**config.mk**
```make
export PLATFORM = sky130hd
export DESIGN_NAME = wildcard_byte_pattern_scanner_core
export DESIGN_NICKNAME = d
export VERILOG_FILES = /design/src/sv/wbps_pkg.sv /design/src/sv/wildcard_byte_pattern_scanner_core.sv
export VERILOG_INCLUDE_DIRS = /design/src /design/src/sv
export SDC_FILE = /design/constraint.sdc
export NUM_CORES = 1
export LEC_CHECK = 0
export ABC_AREA = 1
export BUFFER_PORTS_ARGS = -buffer_cell sky130_fd_sc_hd__buf_2
export CAP_MARGIN = 30
export CELL_PAD_IN_SITES_DETAIL_PLACEMENT = 1
export CELL_PAD_IN_SITES_GLOBAL_PLACEMENT = 2
export CORE_AREA = 2 2 359 254
export DETAILED_ROUTE_END_ITERATION = 7
export DIE_AREA = 0 0 361 256
export PLACE_DENSITY_LB_ADDON = 0.12
export SYNTH_ARGS = -nofsm -noshare
export SYNTH_HDL_FRONTEND = slang
export SYNTH_SLANG_ARGS = --single-unit
```
**constraint.sdc**
```tcl
create_clock -name clk -period 6.8 [get_ports clk]
set_clock_uncertainty 0.1 [all_clocks]
set_input_delay 1.36 -clock clk [delete_from_list [all_inputs] [get_ports clk]]
set_output_delay 1.36 -clock clk [all_outputs]
set_load 0.005 [all_outputs]
```
**src/sv/wildcard_byte_pattern_scanner_core_macros.svh**
```systemverilog
// ----------------------------------------------------------------------------
// Assertion macros for the wildcard byte pattern scanner
// Concurrent checks, compiled out when NO_ASSERTIONS is defined.
// ----------------------------------------------------------------------------
`ifndef WILDCARD_BYTE_PATTERN_SCANNER_CORE_MACROS_SVH
`define WILDCARD_BYTE_PATTERN_SCANNER_CORE_MACROS_SVH

`ifndef NO_ASSERTIONS

// same-cycle implication
`define WBPS_ASSERT_NOW(name, clk, rst, ante, cons, msg) \
  name: assert property (@(posedge clk) disable iff (rst) (ante) |-> (cons)) \
    else $error(msg);

// next-cycle implication
`define WBPS_ASSERT_NEXT(name, clk, rst, ante, cons, msg) \
  name: assert property (@(posedge clk) disable iff (rst) (ante) |=> (cons)) \
    else $error(msg);

`else

`define WBPS_ASSERT_NOW(name, clk, rst, ante, cons, msg)
`define WBPS_ASSERT_NEXT(name, clk, rst, ante, cons, msg)

`endif

`endif

```
**src/sv/wbps_pkg.sv**
```systemverilog
// ----------------------------------------------------------------------------
// Wildcard byte pattern scanner package
// Register indexes and fixed widths shared by the scanner.
// ----------------------------------------------------------------------------
`timescale 1ns / 1ps
`default_nettype none

package wbps_pkg;

  localparam int CFG_INDEX_W   = 3;
  localparam int CFG_DATA_W    = 64;
  localparam int ADDR_W        = 48;
  localparam int MATCH_OFF_W   = 32;
  localparam int PATTERN_BYTES = 16;
  localparam int ALIGN_W       = 13;
  localparam int PHASE_W       = 12;
  localparam int ALIGN_MAX     = 4096;
  localparam int PLEN_W        = 5;

  typedef logic [CFG_INDEX_W-1:0] cfg_index_t;
  typedef logic [CFG_DATA_W-1:0]  cfg_data_t;
  typedef logic [ADDR_W-1:0]      addr_t;
  typedef logic [MATCH_OFF_W-1:0] match_off_t;

  localparam cfg_index_t REG_PATTERN_LOW  = 3'd0;
  localparam cfg_index_t REG_PATTERN_HIGH = 3'd1;
  localparam cfg_index_t REG_CARE_MASK    = 3'd2;
  localparam cfg_index_t REG_PATTERN_LEN  = 3'd3;
  localparam cfg_index_t REG_ALIGNMENT    = 3'd4;
  localparam cfg_index_t REG_FIND_ALL     = 3'd5;
  localparam cfg_index_t REG_REGION_BASE  = 3'd6;

endpackage

`default_nettype wire

```
**src/sv/wildcard_byte_pattern_scanner_core.sv**
```systemverilog
// ----------------------------------------------------------------------------
// Wildcard byte pattern scanner core
// Takes one region byte per cycle unless stalled and reports an aligned match
// of a pattern of up to 16 bytes with per-byte wildcards; every start offset
// is tried, so overlapping matches are found when find_all is set, else only
// the first in a region. The byte window, alignment marks and offset counter
// advance as an item is accepted into the compare stage registers, where all
// window positions are compared in parallel and a hit goes into the output
// register. Input is stalled only while a matching item waits behind an output
// register that is full and stalled. Configuration writes are always ready and
// must be made while the block is idle.
// ----------------------------------------------------------------------------
`timescale 1ns / 1ps
`default_nettype none

`include "wildcard_byte_pattern_scanner_core_macros.svh"

module wildcard_byte_pattern_scanner_core #(
  parameter int PATTERN_MAX = 16,
  parameter int OFFSET_BITS = 32
) (
  input  logic                 clk,
  input  logic                 rst,
  // configuration
  input  logic                 cfg_valid,
  output logic                 cfg_ready,
  input  wbps_pkg::cfg_index_t cfg_index,
  input  wbps_pkg::cfg_data_t  cfg_data,
  // byte stream
  input  logic                 byte_valid,
  output logic                 byte_stall,
  input  logic [7:0]           data_byte,
  input  logic                 last_in_region,
  // match reports
  output logic                 match_valid,
  input  logic                 match_stall,
  output wbps_pkg::match_off_t match_offset,
  output wbps_pkg::addr_t      match_address
);
  import wbps_pkg::*;

  // only the pattern register's bytes can ever be compared
  localparam int WIN    = (PATTERN_MAX < PATTERN_BYTES) ? PATTERN_MAX : PATTERN_BYTES;
  localparam int IDX_W  = $clog2(WIN);
  localparam int SEEN_W = $clog2(WIN + 1);

  // configuration registers
  logic [63:0]          pattern_bytes_low;
  logic [63:0]          pattern_bytes_high;
  logic [15:0]          care_mask;
  logic [PLEN_W-1:0]    pattern_length;
  logic [ALIGN_W-1:0]   alignment;
  logic                 find_all;
  addr_t                region_base;

  // scan state
  logic [7:0]             win [WIN];
  logic [WIN-1:0]         marks;
  logic [SEEN_W-1:0]      bytes_seen;
  logic [OFFSET_BITS-1:0] position;
  logic [PHASE_W-1:0]     alignment_phase;
  logic                   already_found;

  // item in the compare stage
  logic                   s1_valid;
  logic                   s1_last;
  logic [SEEN_W-1:0]      s1_seen;
  logic [OFFSET_BITS-1:0] s1_start;

  logic [PLEN_W-1:0]      eff_len;
  logic [PLEN_W-1:0]      len_m1;
  logic [ALIGN_W-1:0]     eff_align;
  logic [ALIGN_W-1:0]     phase_inc;
  logic [PHASE_W-1:0]     phase_next;
  logic [SEEN_W-1:0]      bytes_seen_next;
  logic [127:0]           pattern_all;
  logic [PLEN_W-1:0]      tap [WIN];
  logic [WIN-1:0]         care_ok;
  logic                   hit;
  logic                   adv;
  logic                   accept;
  addr_t                  start_ext;

  assign cfg_ready = 1'b1;

  always_ff @(posedge clk) begin
    if (rst) begin
      pattern_bytes_low  <= '0;
      pattern_bytes_high <= '0;
      care_mask          <= '0;
      pattern_length     <= '0;
      alignment          <= ALIGN_W'(1);
      find_all           <= 1'b0;
      region_base        <= '0;
    end else if (cfg_valid && cfg_ready) begin
      case (cfg_index)
        REG_PATTERN_LOW:  pattern_bytes_low  <= cfg_data;
        REG_PATTERN_HIGH: pattern_bytes_high <= cfg_data;
        REG_CARE_MASK:    care_mask          <= cfg_data[15:0];
        REG_PATTERN_LEN:  pattern_length     <= cfg_data[PLEN_W-1:0];
        REG_ALIGNMENT:    alignment          <= cfg_data[ALIGN_W-1:0];
        REG_FIND_ALL:     find_all           <= cfg_data[0];
        REG_REGION_BASE:  region_base        <= cfg_data[ADDR_W-1:0];
        default: ;
      endcase
    end
  end

  // clamp length and alignment
  assign eff_len   = (pattern_length > PLEN_W'(WIN)) ? PLEN_W'(WIN) : pattern_length;
  assign len_m1    = eff_len - PLEN_W'(1);
  assign eff_align = (alignment == '0) ? ALIGN_W'(1) :
                     (alignment > ALIGN_W'(ALIGN_MAX)) ? ALIGN_W'(ALIGN_MAX) : alignment;

  // phase wraps as soon as it reaches or passes the alignment less one
  assign phase_inc  = {1'b0, alignment_phase} + ALIGN_W'(1);
  assign phase_next = (phase_inc >= eff_align) ? '0 : phase_inc[PHASE_W-1:0];

  assign bytes_seen_next = (bytes_seen < SEEN_W'(WIN)) ? bytes_seen + SEEN_W'(1) : bytes_seen;

  // compare stage
  assign pattern_all = {pattern_bytes_high, pattern_bytes_low};

  always_comb begin
    care_ok = '1;
    for (int i = 0; i < WIN; i++) begin
      tap[i] = len_m1 - PLEN_W'(i);
      if ((PLEN_W'(i) < eff_len) && care_mask[i] &&
          (win[tap[i][IDX_W-1:0]] != pattern_all[8*i +: 8])) begin
        care_ok[i] = 1'b0;
      end
    end
  end

  assign hit = s1_valid && (eff_len != '0) && (PLEN_W'(s1_seen) >= eff_len) &&
               marks[len_m1[IDX_W-1:0]] && (find_all || !already_found) && (&care_ok);

  // item leaves the compare stage unless its hit has nowhere to go
  assign adv        = s1_valid && (!hit || !match_valid || !match_stall);
  assign byte_stall = s1_valid && !adv;
  assign accept     = byte_valid && !byte_stall;

  always_ff @(posedge clk) begin
    if (accept) begin
      win[0]   <= data_byte;
      for (int i = 1; i < WIN; i++) begin
        win[i] <= win[i-1];
      end
      marks    <= {marks[WIN-2:0], (alignment_phase == '0)};
      s1_last  <= last_in_region;
      s1_seen  <= bytes_seen_next;
      s1_start <= position - OFFSET_BITS'(len_m1);
    end
  end

  always_ff @(posedge clk) begin
    if (rst) begin
      bytes_seen      <= '0;
      position        <= '0;
      alignment_phase <= '0;
      s1_valid        <= 1'b0;
    end else begin
      if (accept) begin
        s1_valid <= 1'b1;
        if (last_in_region) begin
          bytes_seen      <= '0;
          position        <= '0;
          alignment_phase <= '0;
        end else begin
          bytes_seen      <= bytes_seen_next;
          position        <= position + OFFSET_BITS'(1);
          alignment_phase <= phase_next;
        end
      end else if (adv) begin
        s1_valid <= 1'b0;
      end
    end
  end

  always_ff @(posedge clk) begin
    if (rst) begin
      already_found <= 1'b0;
    end else if (adv) begin
      already_found <= s1_last ? 1'b0 : (already_found | hit);
    end
  end

  // output register
  assign start_ext = ADDR_W'(s1_start);

  always_ff @(posedge clk) begin
    if (rst) begin
      match_valid <= 1'b0;
    end else if (adv && hit) begin
      match_valid <= 1'b1;
    end else if (!match_stall) begin
      match_valid <= 1'b0;
    end
  end

  always_ff @(posedge clk) begin
    if (adv && hit) begin
      match_offset  <= start_ext[MATCH_OFF_W-1:0];
      match_address <= region_base + start_ext;
    end
  end

  `WBPS_ASSERT_NOW(a_stall_needs_pending_hit, clk, rst, byte_stall, hit && match_valid && match_stall, "input stalled without a blocked match")
  `WBPS_ASSERT_NEXT(a_first_mode_marks_found, clk, rst, adv && hit && !s1_last, already_found, "reported match not recorded for region")
  `WBPS_ASSERT_NEXT(a_region_end_clears, clk, rst, adv && s1_last, !already_found, "found flag survived region end")

endmodule

`default_nettype wire
```
Word-level counts from Yosys, hierarchy flattened

Memory sizes are Yosys's and may differ from the RTL's.
Index checks and enable logic that the tools add are counted.

Memory bits (writable): 128
Output and inout bits: 83
Register bits after elaboration: 397
Logic and storage cells: 183
Memories kept: 1

Memories:

| name | words | width | rd ports | clocked after memory_dff | write ports | line                                     | source |
|---|---|---|---|---|---|---|---|
| win  | 16    | 8     | 31       | 0                        | 16          | wildcard_byte_pattern_scanner_core.sv:57 | `logic [7:0] win [WIN];` |

Multiplexer cells: 33
Reductions and logical operators: 63
$lt $le $gt $ge: 22
Bitwise gates (word level): 1
Equality and inequality tests: 23
Add/sub/neg operators: 21

Operator list:

| operator                | count |
|---|---|
| $ne A8 B8 Y1            | 16 |
| $add A48 B32 Y48        | 1 |
| $logic_and A1 B1 Y1     | 41 |
| $lt A4 B5 Y1 const A    | 8 |
| $add A32 B1 Y32 const B | 1 |
| $mux W32                | 1 |
| $sub A32 B5 Y32         | 1 |
| $sub A4 B4 Y4 const B   | 8 |
| $mux W13                | 2 |
| $mux W1                 | 24 |
| $mux W12                | 2 |
| $lt A3 B5 Y1 const A    | 4 |
| $reduce_and A16 Y1      | 1 |
| $sub A4 B3 Y4 const B   | 4 |
| $mux W5                 | 3 |
| $reduce_and A2 Y1       | 7 |
| $add A12 B1 Y13 const B | 1 |
| $ge A13 B13 Y1          | 1 |
| $gt A13 B13 Y1 const B  | 1 |
| $logic_not A13 Y1       | 1 |
| $logic_not A12 Y1       | 1 |
| $lt A1 B5 Y1 const A    | 2 |
| $lt A2 B5 Y1 const A    | 2 |
| $eq A3 B3 Y1 const B    | 3 |
| 18 further kinds        | 27 |

Longest topological paths before layout

Gate-level depths: netlist of run 1.
An unclocked memory read counts as a cell.

Depth after elaboration: 20
Depth in mapped cells: 33
Mapped depth without buffers: 30

Worst setup path after synthesis of run 1

Ideal clock, no wire load.

Path kind: flip-flop to flip-flop
From: reg pattern_length[4]
To: reg marks[0] (enable)
Data required time: 6,236 ps
Buffers on the path: 6
Library setup time: 464 ps
Data arrival time: 5,214 ps
Slack: 1,022 ps
Period minus slack after synthesis: 5,778 ps
Stages on the path, launching flop included: 30
Cell sequence: dfxtp_1 > buf_4 > nor2_2 > inv_2 > buf_2 > buf_2 > ha_1 > clkbuf_1 > buf_1 > nand3_1 > nand2_1 > nand2_1 > nand2_1 > nand2_1 > nand2_1 > nand2_1 > nand2_1 > inv_1 > nand2_1 > nor2_1 > nand2_1 > nand2_1 > nand2_1 > nor2_1 > nand2_1 > nor2_4 > nand3_4 > nand2_4 > inv_2 > buf_2

Cells in the longest elaborated chain, start to end: 18

RTL lines:

| what                                  | line                                      | source |
|---|---|---|
| start: declaration                    | wildcard_byte_pattern_scanner_core.sv:51  | `logic [PLEN_W-1:0] pattern_length;` |
| start signal: assignment              | wildcard_byte_pattern_scanner_core.sv:100 | `REG_PATTERN_LEN: pattern_length <= cfg_data[PLEN_W-1:0];` |
| $gt A5 B5 Y1                          | wildcard_byte_pattern_scanner_core.sv:110 | `assign eff_len = (pattern_length > PLEN_W'(WIN)) ? PLEN_W'(WIN) : pattern_length;` |
| $mux W5 *                             | wildcard_byte_pattern_scanner_core.sv:110 |  |
| $sub A5 B1 Y5                         | wildcard_byte_pattern_scanner_core.sv:111 | `assign len_m1 = eff_len - PLEN_W'(1);` |
| $sub A4 B1 Y4 (tied with other cells) | wildcard_byte_pattern_scanner_core.sv:127 | `tap[i] = len_m1 - PLEN_W'(i);` |
| $mem_v2 Z16 W8                        | -                                         |  |
| $ne A8 B8 Y1                          | wildcard_byte_pattern_scanner_core.sv:129 | `(win[tap[i][IDX_W-1:0]] != pattern_all[8*i +: 8])) begin` |
| $logic_and A1 B1 Y1                   | wildcard_byte_pattern_scanner_core.sv:128 | `if ((PLEN_W'(i) < eff_len) && care_mask[i] &&` |
| $mux W1                               | wildcard_byte_pattern_scanner_core.sv:128 |  |
| (+2 left out)                         | -                                         |  |
| $logic_not A1 Y1 *                    | wildcard_byte_pattern_scanner_core.sv:139 | `assign adv = s1_valid && (!hit \|\| !match_valid \|\| !match_stall);` |
| $logic_or A1 B1 Y1 * (2 in series)    | wildcard_byte_pattern_scanner_core.sv:139 |  |
| $logic_and A1 B1 Y1 *                 | wildcard_byte_pattern_scanner_core.sv:139 |  |
| $logic_not A1 Y1 *                    | wildcard_byte_pattern_scanner_core.sv:140 | `assign byte_stall = s1_valid && !adv;` |
| $logic_and A1 B1 Y1 *                 | wildcard_byte_pattern_scanner_core.sv:140 |  |
| $logic_not A1 Y1 *                    | wildcard_byte_pattern_scanner_core.sv:141 | `assign accept = byte_valid && !byte_stall;` |
| $logic_and A1 B1 Y1 *                 | wildcard_byte_pattern_scanner_core.sv:141 |  |
| net accept                            | wildcard_byte_pattern_scanner_core.sv:81  | `logic accept;` |
| end signal: assignment                | wildcard_byte_pattern_scanner_core.sv:149 | `marks <= {marks[WIN-2:0], (alignment_phase == '0)};` |
| end: declaration                      | wildcard_byte_pattern_scanner_core.sv:58  | `logic [WIN-1:0] marks;` |

The timed path passes the listed nets; every way through them passes the cells marked *. The select of a mux whose other input is x is not followed.
A chain may end at the register's enable or synchronous reset.

Worst setup path in the final report of run 1

From: reg pattern_length[4]
To: out byte_stall

Cells in the longest elaborated chain, start to end: 16

RTL lines:

| what                                  | line                                      | source |
|---|---|---|
| $gt A5 B5 Y1                          | wildcard_byte_pattern_scanner_core.sv:110 |  |
| $mux W5 *                             | wildcard_byte_pattern_scanner_core.sv:110 |  |
| $sub A5 B1 Y5                         | wildcard_byte_pattern_scanner_core.sv:111 |  |
| $sub A4 B1 Y4 (tied with other cells) | wildcard_byte_pattern_scanner_core.sv:127 |  |
| $mem_v2 Z16 W8                        | -                                         |  |
| $ne A8 B8 Y1                          | wildcard_byte_pattern_scanner_core.sv:129 |  |
| $logic_and A1 B1 Y1                   | wildcard_byte_pattern_scanner_core.sv:128 |  |
| $mux W1                               | wildcard_byte_pattern_scanner_core.sv:128 |  |
| $reduce_and A16 Y1                    | wildcard_byte_pattern_scanner_core.sv:136 | `marks[len_m1[IDX_W-1:0]] && (find_all \|\| !already_found) && (&care_ok);` |
| $logic_and A1 B1 Y1 *                 | wildcard_byte_pattern_scanner_core.sv:136 |  |
| $logic_not A1 Y1 *                    | wildcard_byte_pattern_scanner_core.sv:139 |  |
| $logic_or A1 B1 Y1 * (2 in series)    | wildcard_byte_pattern_scanner_core.sv:139 |  |
| $logic_and A1 B1 Y1 *                 | wildcard_byte_pattern_scanner_core.sv:139 |  |
| $logic_not A1 Y1 *                    | wildcard_byte_pattern_scanner_core.sv:140 |  |
| $logic_and A1 B1 Y1 *                 | wildcard_byte_pattern_scanner_core.sv:140 |  |
| end: declaration                      | wildcard_byte_pattern_scanner_core.sv:31  | `output logic byte_stall,` |

Every way passes the cells marked *; elsewhere a longest branch is shown, timed or not. The select of a mux whose other input is x is not followed.

==> results of run 1 <==
worst min path at each step:
stage                       endpoint  slack, ps        from  cells after the start
after floorplan           win[13][1]        330  win[12][1]                      0
after global placement     marks[13]        330   marks[12]                      0
after detailed placement  win[13][1]        340  win[12][1]                      0
after CTS                 win[13][1]        340  win[12][1]                      0
after global routing      win[13][1]        350  win[12][1]                      0
final                      win[5][3]        340   win[4][3]                      0
layout make-up:
cell class	count	area, um2
Sequential cell	525	13100
Tap cell	1175	1470
Clock buffer	85	1640
Inverter	381	1450
Clock inverter	25	295
Multi-Input combinational cell	3511	16300
Timing Repair Buffer	217	1370
Fill cell	11400	53600
Antenna cell	2	5.00
layout by cell type, fill, tap and decap left out, types with 3 or more instances in the layout:
| cell | instances |
|---|---|
| inv_2 | 12 |
| nand3b_1 | 35 |
| nand3_1 | 580 |
| buf_4 | 42 |
| ha_1 | 58 |
| buf_12 | 12 |
| a211oi_1 | 3 |
| nand4_1 | 30 |
| clkbuf_8 | 4 |
| o221ai_1 | 4 |
| dfxtp_1 | 263 |
| edfxtp_1 | 262 |
| clkbuf_1 | 21 |
| xor2_1 | 68 |
| nor3b_1 | 3 |
| o21bai_1 | 7 |
| buf_2 | 163 |
| a21oi_1 | 175 |
| clkinv_2 | 8 |
| nor2_4 | 5 |
| a31oi_1 | 12 |
| bufinv_16 | 5 |
| inv_1 | 362 |
| nor4_1 | 9 |
| nor2_1 | 475 |
| o211ai_1 | 20 |
| nor3_1 | 33 |
| nand2_4 | 7 |
| nand2_2 | 21 |
| clkbuf_16 | 60 |
| clkinv_1 | 9 |
| nor2_2 | 7 |
| o21ai_0 | 298 |
| nand2_1 | 1582 |
| o21ai_1 | 18 |
| xnor2_1 | 36 |
cell usage after synthesis (7+ instances only):
| cell type | number |
|---|---|
| nand2_1 | 1584 |
| nand3_1 | 580 |
| nor2_1 | 478 |
| inv_1 | 365 |
| o21ai_0 | 298 |
| dfxtp_1 | 263 |
| edfxtp_1 | 262 |
| a21oi_1 | 175 |
| clkbuf_1 | 96 |
| xor2_1 | 68 |
| buf_2 | 66 |
| ha_1 | 59 |
| xnor2_1 | 36 |
| nand3b_1 | 35 |
| nor3_1 | 33 |
| buf_4 | 31 |
| nand4_1 | 30 |
| nand2_2 | 20 |
| o211ai_1 | 20 |
| o21ai_1 | 18 |
| inv_2 | 13 |
| a31oi_1 | 12 |
| buf_1 | 12 |
| nor4_1 | 9 |
| buf_6 | 8 |
| nor2_2 | 7 |
| o21bai_1 | 7 |
critical path, delay by kind of cell, from the launching register on:
kind / cells / cell delay, ps
buffers and inverters: 5 / 790
flip-flops: 1 / 700
AND/OR/NAND/NOR: 15 / 2690
metrics by stage:
step                power (mW)  worst slack [ps]  util, %
CTS                       8.98               438     40.0
detailed placement        5.68              1170     37.8
global route              9.38              25.0     40.0
floorplan                 4.94              1020        -
finish                    8.98               410     40.0
global placement          5.65              1200     37.8
registers in the layout, summed over array words and instances, names as in the netlist, 5 cells and up:
register / cells
marks: 16
s1_start: 32
alignment: 13
match_offset: 32
bytes_seen: 5
care_mask: 16
alignment_phase: 12
win: 128
match_address: 48
pattern_length: 5
pattern_bytes_high: 64
position: 32
pattern_bytes_low: 64
s1_seen: 5
region_base: 48
metal layers:
metal	global-route usage (%)	vias up
met5	0	-
met4	5.29	6
met3	8.23	146
met2	39.6	992
met1	46.9	15300
li1	-	15200
power by group through the flow:
| stage | sequential [mW] | combinational [mW] | clock, mW |
|---|---|---|---|
| 2_1_floorplan | 3.62 | 1.31 | 0 |
| 3_3_place_gp | 3.69 | 1.96 | 0 |
| 3_5_place_dp | 3.69 | 1.98 | 0 |
| 4_1_cts | 3.63 | 1.99 | 3.36 |
| 5_1_grt | 3.64 | 2.24 | 3.49 |
| 6_report | 3.64 | 2.02 | 3.32 |
cells by family after synthesis:
kind of cell             count (synthesis)
AND/OR/NAND/NOR                       2795
buffers and inverters                  594
AO/OA/AOI/OAI                          551
flip-flops                             525
XOR/XNOR                               104
adder cells (fa/ha/maj)                 60
other                                    1
==> flow_metrics.tcl, run 1 <==
set metrics [dict create \
    outcome "finished clean" \
    die_w_um 361 \
    drv_slew 0 \
    path_class "flop to output port" \
    reg2reg_to "win[6][6]" \
    drt-initial-drc-count 3112 \
    drv_cap 0 \
    grtUsageTotal_pct 29.7 \
    synth_edf_count 262 \
    tritoncts "done" \
    fmax_ghz 0.157 \
    synthMuxAreaShare_pct 0 \
    cp_cell_sequence "inv_2, nand2_4, buf_12, nand2_1, nand3_1, nand3_1, nand3_1, nand2_1, nand2_1, nand3_1, nor2_1, nand2_1, nand2_1, nand2_1, inv_1, nand2_1, nor2_2, nand3_4, inv_1, buf_2" \
    worstSkewPairLatency_ps 680 \
    areaGrowthSynthToFinish_pct 11.8 \
    first_global_vias 30300 \
    cp_max_fo 67 \
    power_density_nw_per_um2 252 \
    finalHoldViolCount 0 \
    vias 31700 \
    crit_path_start_kind "flop" \
    synth_seq_cells 525 \
    r2r_cells 23 \
    p_leak_nw 16.4 \
    synthSimpleGateAreaFrac_pct 36.6 \
    cp-end-kind "output port" \
    grt_overflow 0 \
    routed.top_layer "met5" \
    io_pins 164 \
    antenna_left 0 \
    p_int_mw 5.91 \
    synth_cell_types 48 \
    switching_share_pct 34.1 \
    synthTopCellsByArea "edfxtp_1 (25%), nand2_1 (19%), dfxtp_1 (17%)" \
    yosysSeqAreaShare_pct 41.2 \
    synthXorXnorAreaFrac_pct 2.86 \
    dieArea_um2 92400 \
    synthCells 4630 \
    crit_path_end "byte_stall" \
    fin_crit_ps 6390 \
    syn_area_um2 31900 \
    cts_htree_levels 2 \
    start_util_pct 35.7 \
    r2r_start "pattern_length[4]" \
    dpl-instance-area_um2 33700 \
    hold_ws_ps 345 \
    post_cts_buffers 0 \
    critPathSlowestCell "dfxtp_1" \
    cts_resized 0 \
    cts_hold_buf 0 \
    arrival_ps 4930 \
    slowest_delay_ps 700 \
    async_reset_ff_share_pct 0 \
    synth_top_family_by_area "simple AND/OR/NAND/NOR gates" \
    pwr-share-clk_pct 37.0 \
    path_common_cell "nand2_1" \
    ir_drop_uv 203 \
    finalWirelength_mm 140 \
    tightest_slew_ps 1070 \
    synth_top_area_share_pct 24.7 \
    wl_met3_mm 13.0 \
    clock_path_buffers 3 \
    hold_class "flop to flop" \
    wl_met1_mm 71.6 \
    rsz0062_at_grt "false" \
    fp.coreArea_um2 89200 \
    drive_gt1_share_pct 7.74 \
    dpl.hpwl_mm 107 \
    combPwrFrac_pct 22.5 \
    grt_max_degree 122 \
    clock_sinks 525 \
    viasPerCell 5.35 \
    finalInstanceArea_um2 35700 \
    synth_nets 4771 \
    setup.worst_path.start "pattern_length[4]" \
    grt_pass1_wl_mm 206 \
    clkTransAtPathRegs_ps 70 \
    io_buffer_count 162 \
    yosys.area_share.adder_pct 2.38 \
    synth_flop_cell "dfxtp_1" \
    numCtsBuffers 58 \
    p_switching_mw 3.06 \
    synth_compound_area_share_pct 9.14 \
    rows 92 \
    drc 0 \
    gp_congestion 0.926 \
    fin_nets 4835 \
    cp_data_required_time_ps 5340 \
    dr.pass1.iters 5 \
    yosysTopAreaCell "edfxtp_1" \
    finalSetupTns_ps 0 \
    yosysWarningCount 0 \
    period_share_pct 94.0 \
    wl_per_cell_um 23.6 \
    slew_headroom_pct 27.9 \
    grt_antenna_before_repair 10 \
    seq_power_share_pct 40.5 \
    placed_cells 5809 \
    die_h_um 256 \
    wl_met2_mm 52.8 \
    avgSynthCellArea_um2 6.89 \
    ff2ff_setup_slack_ps 1090 \
    finalNonFillerCells 5921 \
    setup_viol 0 \
    cts_root_buf "clkbuf_16" \
]
Note: power is estimated with default switching activity, not from simulation.
==> run 2: changes to the inputs <==
Settings changed: BUFFER_PORTS_ARGS -buffer_cell sky130_fd_sc_hd__buf_2 to -buffer_cell sky130_fd_sc_hd__buf_4.
==> run 2 against run 1 <==
- critical path depth is 4 higher
- combinational power hardly changed
- clock power is 5% higher
- power is 1.9% higher
- global-route usage is 0.45 points higher
- final cell count is 0.24% lower
- non-clock buffer count is 12 lower
- register-to-register slack worse by 70 ps
- largest cell class unchanged
==> flow_metrics.tcl, run 2 (synthesized netlist as in run 1, its figures left out) <==
set metrics [dict create \
    cp-end-kind "output port" \
    tightest_slew_ps 1010 \
    cts_htree_levels 2 \
    largest_reg_flops 128 \
    drc 0 \
    io_buffer_count 162 \
    viasPerCell 5.36 \
    layout_common_cells "nand2_1 (1583), nand3_1 (580), nor2_1 (475)" \
    arrival_ps 4950 \
    r2r_cells 25 \
    total_power_mw 9.14 \
    min_from "marks[14]" \
    clkTransAtPathRegs_ps 70 \
    reg2reg_to "win[6][1]" \
    fmax_ghz 0.156 \
    p_switching_mw 3.08 \
    dpl.hpwl_mm 108 \
    wl_per_cell_um 24.0 \
    min_to "marks[15]" \
    hold_class "flop to flop" \
    slowest_delay_ps 700 \
    worstSkewPairLatency_ps 660 \
    cts_root_buf "clkbuf_16" \
    crit_path_start_kind "flop" \
    final_common_cell "nand2_1" \
    finalHoldViolCount 0 \
    drv_slew 0 \
    drv_cap 0 \
    antenna_left 0 \
    outcome "finished clean" \
    slew_headroom_pct 32.6 \
    fin_nets 4823 \
    areaGrowthSynthToFinish_pct 13.0 \
    cp_data_required_time_ps 5340 \
    cts_hold_buf 0 \
    fin_crit_ps 6410 \
    drive_gt1_share_pct 7.59 \
    drt-initial-drc-count 3414 \
    start_util_pct 35.7 \
    clock_path_buffers 3 \
    first_global_vias 30800 \
    tritoncts "done" \
    hold_depth 0 \
    finalWirelength_mm 142 \
    vias 31700 \
    critPathTopFamily "simple AND/OR/NAND/NOR gates" \
    period_share_pct 94.3 \
    fp.coreArea_um2 89200 \
    path_buf_inv 4 \
    rsz0062_at_grt "false" \
    reg_top3 "win (128), pattern_bytes_high (64), pattern_bytes_low (64)" \
    finalSetupTns_ps 0 \
    cp_cell_sequence "inv_2, nand2_1, ha_1, inv_2, nand2_2, nand3_1, nand2_1, nand3_1, nand2_1, nand2_1, nand2_1, nand2_1, nand2_1, nand2_1, nor2_1, nand2_1, nand2_1, nand2_1, nor2_1, nand2_1, nor2_4, nand3_4, inv_1, buf_4" \
    r2r_start "pattern_length[4]" \
    grt_overflow 0 \
    numCtsBuffers 58 \
    dr.pass1.iters 8 \
    die_w_um 361 \
    die_h_um 256 \
    pwr-share-clk_pct 38.2 \
    power_density_nw_per_um2 254 \
    path_class "flop to output port" \
    ff2ff_setup_slack_ps 1020 \
    p_leak_nw 16.5 \
    seq_power_share_pct 39.7 \
    setup_viol 0 \
    cp_max_fo 16 \
    combPwrFrac_pct 22.1 \
    p_int_mw 6.06 \
    dieArea_um2 92400 \
    grt_max_degree 122 \
    switching_share_pct 33.7 \
    path_common_cell "nand2_1" \
    top_register "win" \
    grt_pass1_wl_mm 209 \
    gp_congestion 0.933 \
    ir_drop_uv 232 \
    grt_antenna_before_repair 12 \
    io_pins 164 \
    grtUsageTotal_pct 30.2 \
    rows 92 \
    clock_sinks 525 \
    critPathSlowestCell "dfxtp_1" \
]
run 2: changes by cell type in the layout (fill, tap and decap cells not counted), sizes merged:
cell      delta
clkinvlp     +3
diode        -1
bufinv       +5
buf         -12
clkinv       +1
inv          -1
clkbuf       -9
run 2: worst max-delay path by stage:
stage / from / endpoint / slack (ps) / cells after the start
floorplan: pattern_length[4] / marks[0] / 1020 / 29
global placement: pattern_length[4] / win[1][3] / 1230 / 25
detailed placement: pattern_length[4] / win[6][1] / 1120 / 25
CTS: pattern_length[4] / byte_stall / 480 / 24
global route: pattern_length[4] / byte_stall / 70 / 22
finish: pattern_length[4] / byte_stall / 390 / 24
run 2: power groups by stage:
stage | clock, mW | sequential, mW | combinational, mW
global route | 3.66 | 3.64 | 2.24
global placement | 0 | 3.69 | 1.95
detailed placement | 0 | 3.69 | 1.97
CTS | 3.55 | 3.63 | 1.99
floorplan | 0 | 3.62 | 1.31
finish | 3.49 | 3.63 | 2.02
run 2: timing repair:
item / CTS / global route
gates resized for setup: 0 / 1
setup buffers: 0 / 0
setup endpoints to repair: 0 / 1
run 2: layout make-up:
cell class                      count  area [um2]
Sequential cell                   525       13100
Antenna cell                        1        2.50
Tap cell                         1175        1470
Clock buffer                       76        1570
Multi-Input combinational cell   3511       16300
Clock inverter                     33         447
Timing Repair Buffer              205        1650
Fill cell                       11300       53200
Inverter                          381        1450
run 2: through the flow:
stage                     hold slack, ps  util, %  instances  instance area, um2  setup WS [ps]
after global routing                 359     40.4       5907               36000           68.7
after floorplan                      326        -       4630               31900           1020
final                                350     40.4       5907               36000            386
after global placement               327     38.1       5797               34000           1230
after detailed placement             335     38.1       5797               34000           1120
after CTS                            352     40.4       5906               36000            483
run 2: routing by layer:
layer | GRT usage, % | vias to the layer above | part of all wire, %
li1 | - | 15200 | -
met3 | 8.74 | 135 | 9.8
met1 | 46.9 | 15300 | 50
met5 | 0 | - | 0.0092
met4 | 6.72 | 2 | 2.3
met2 | 40.2 | 1048 | 38
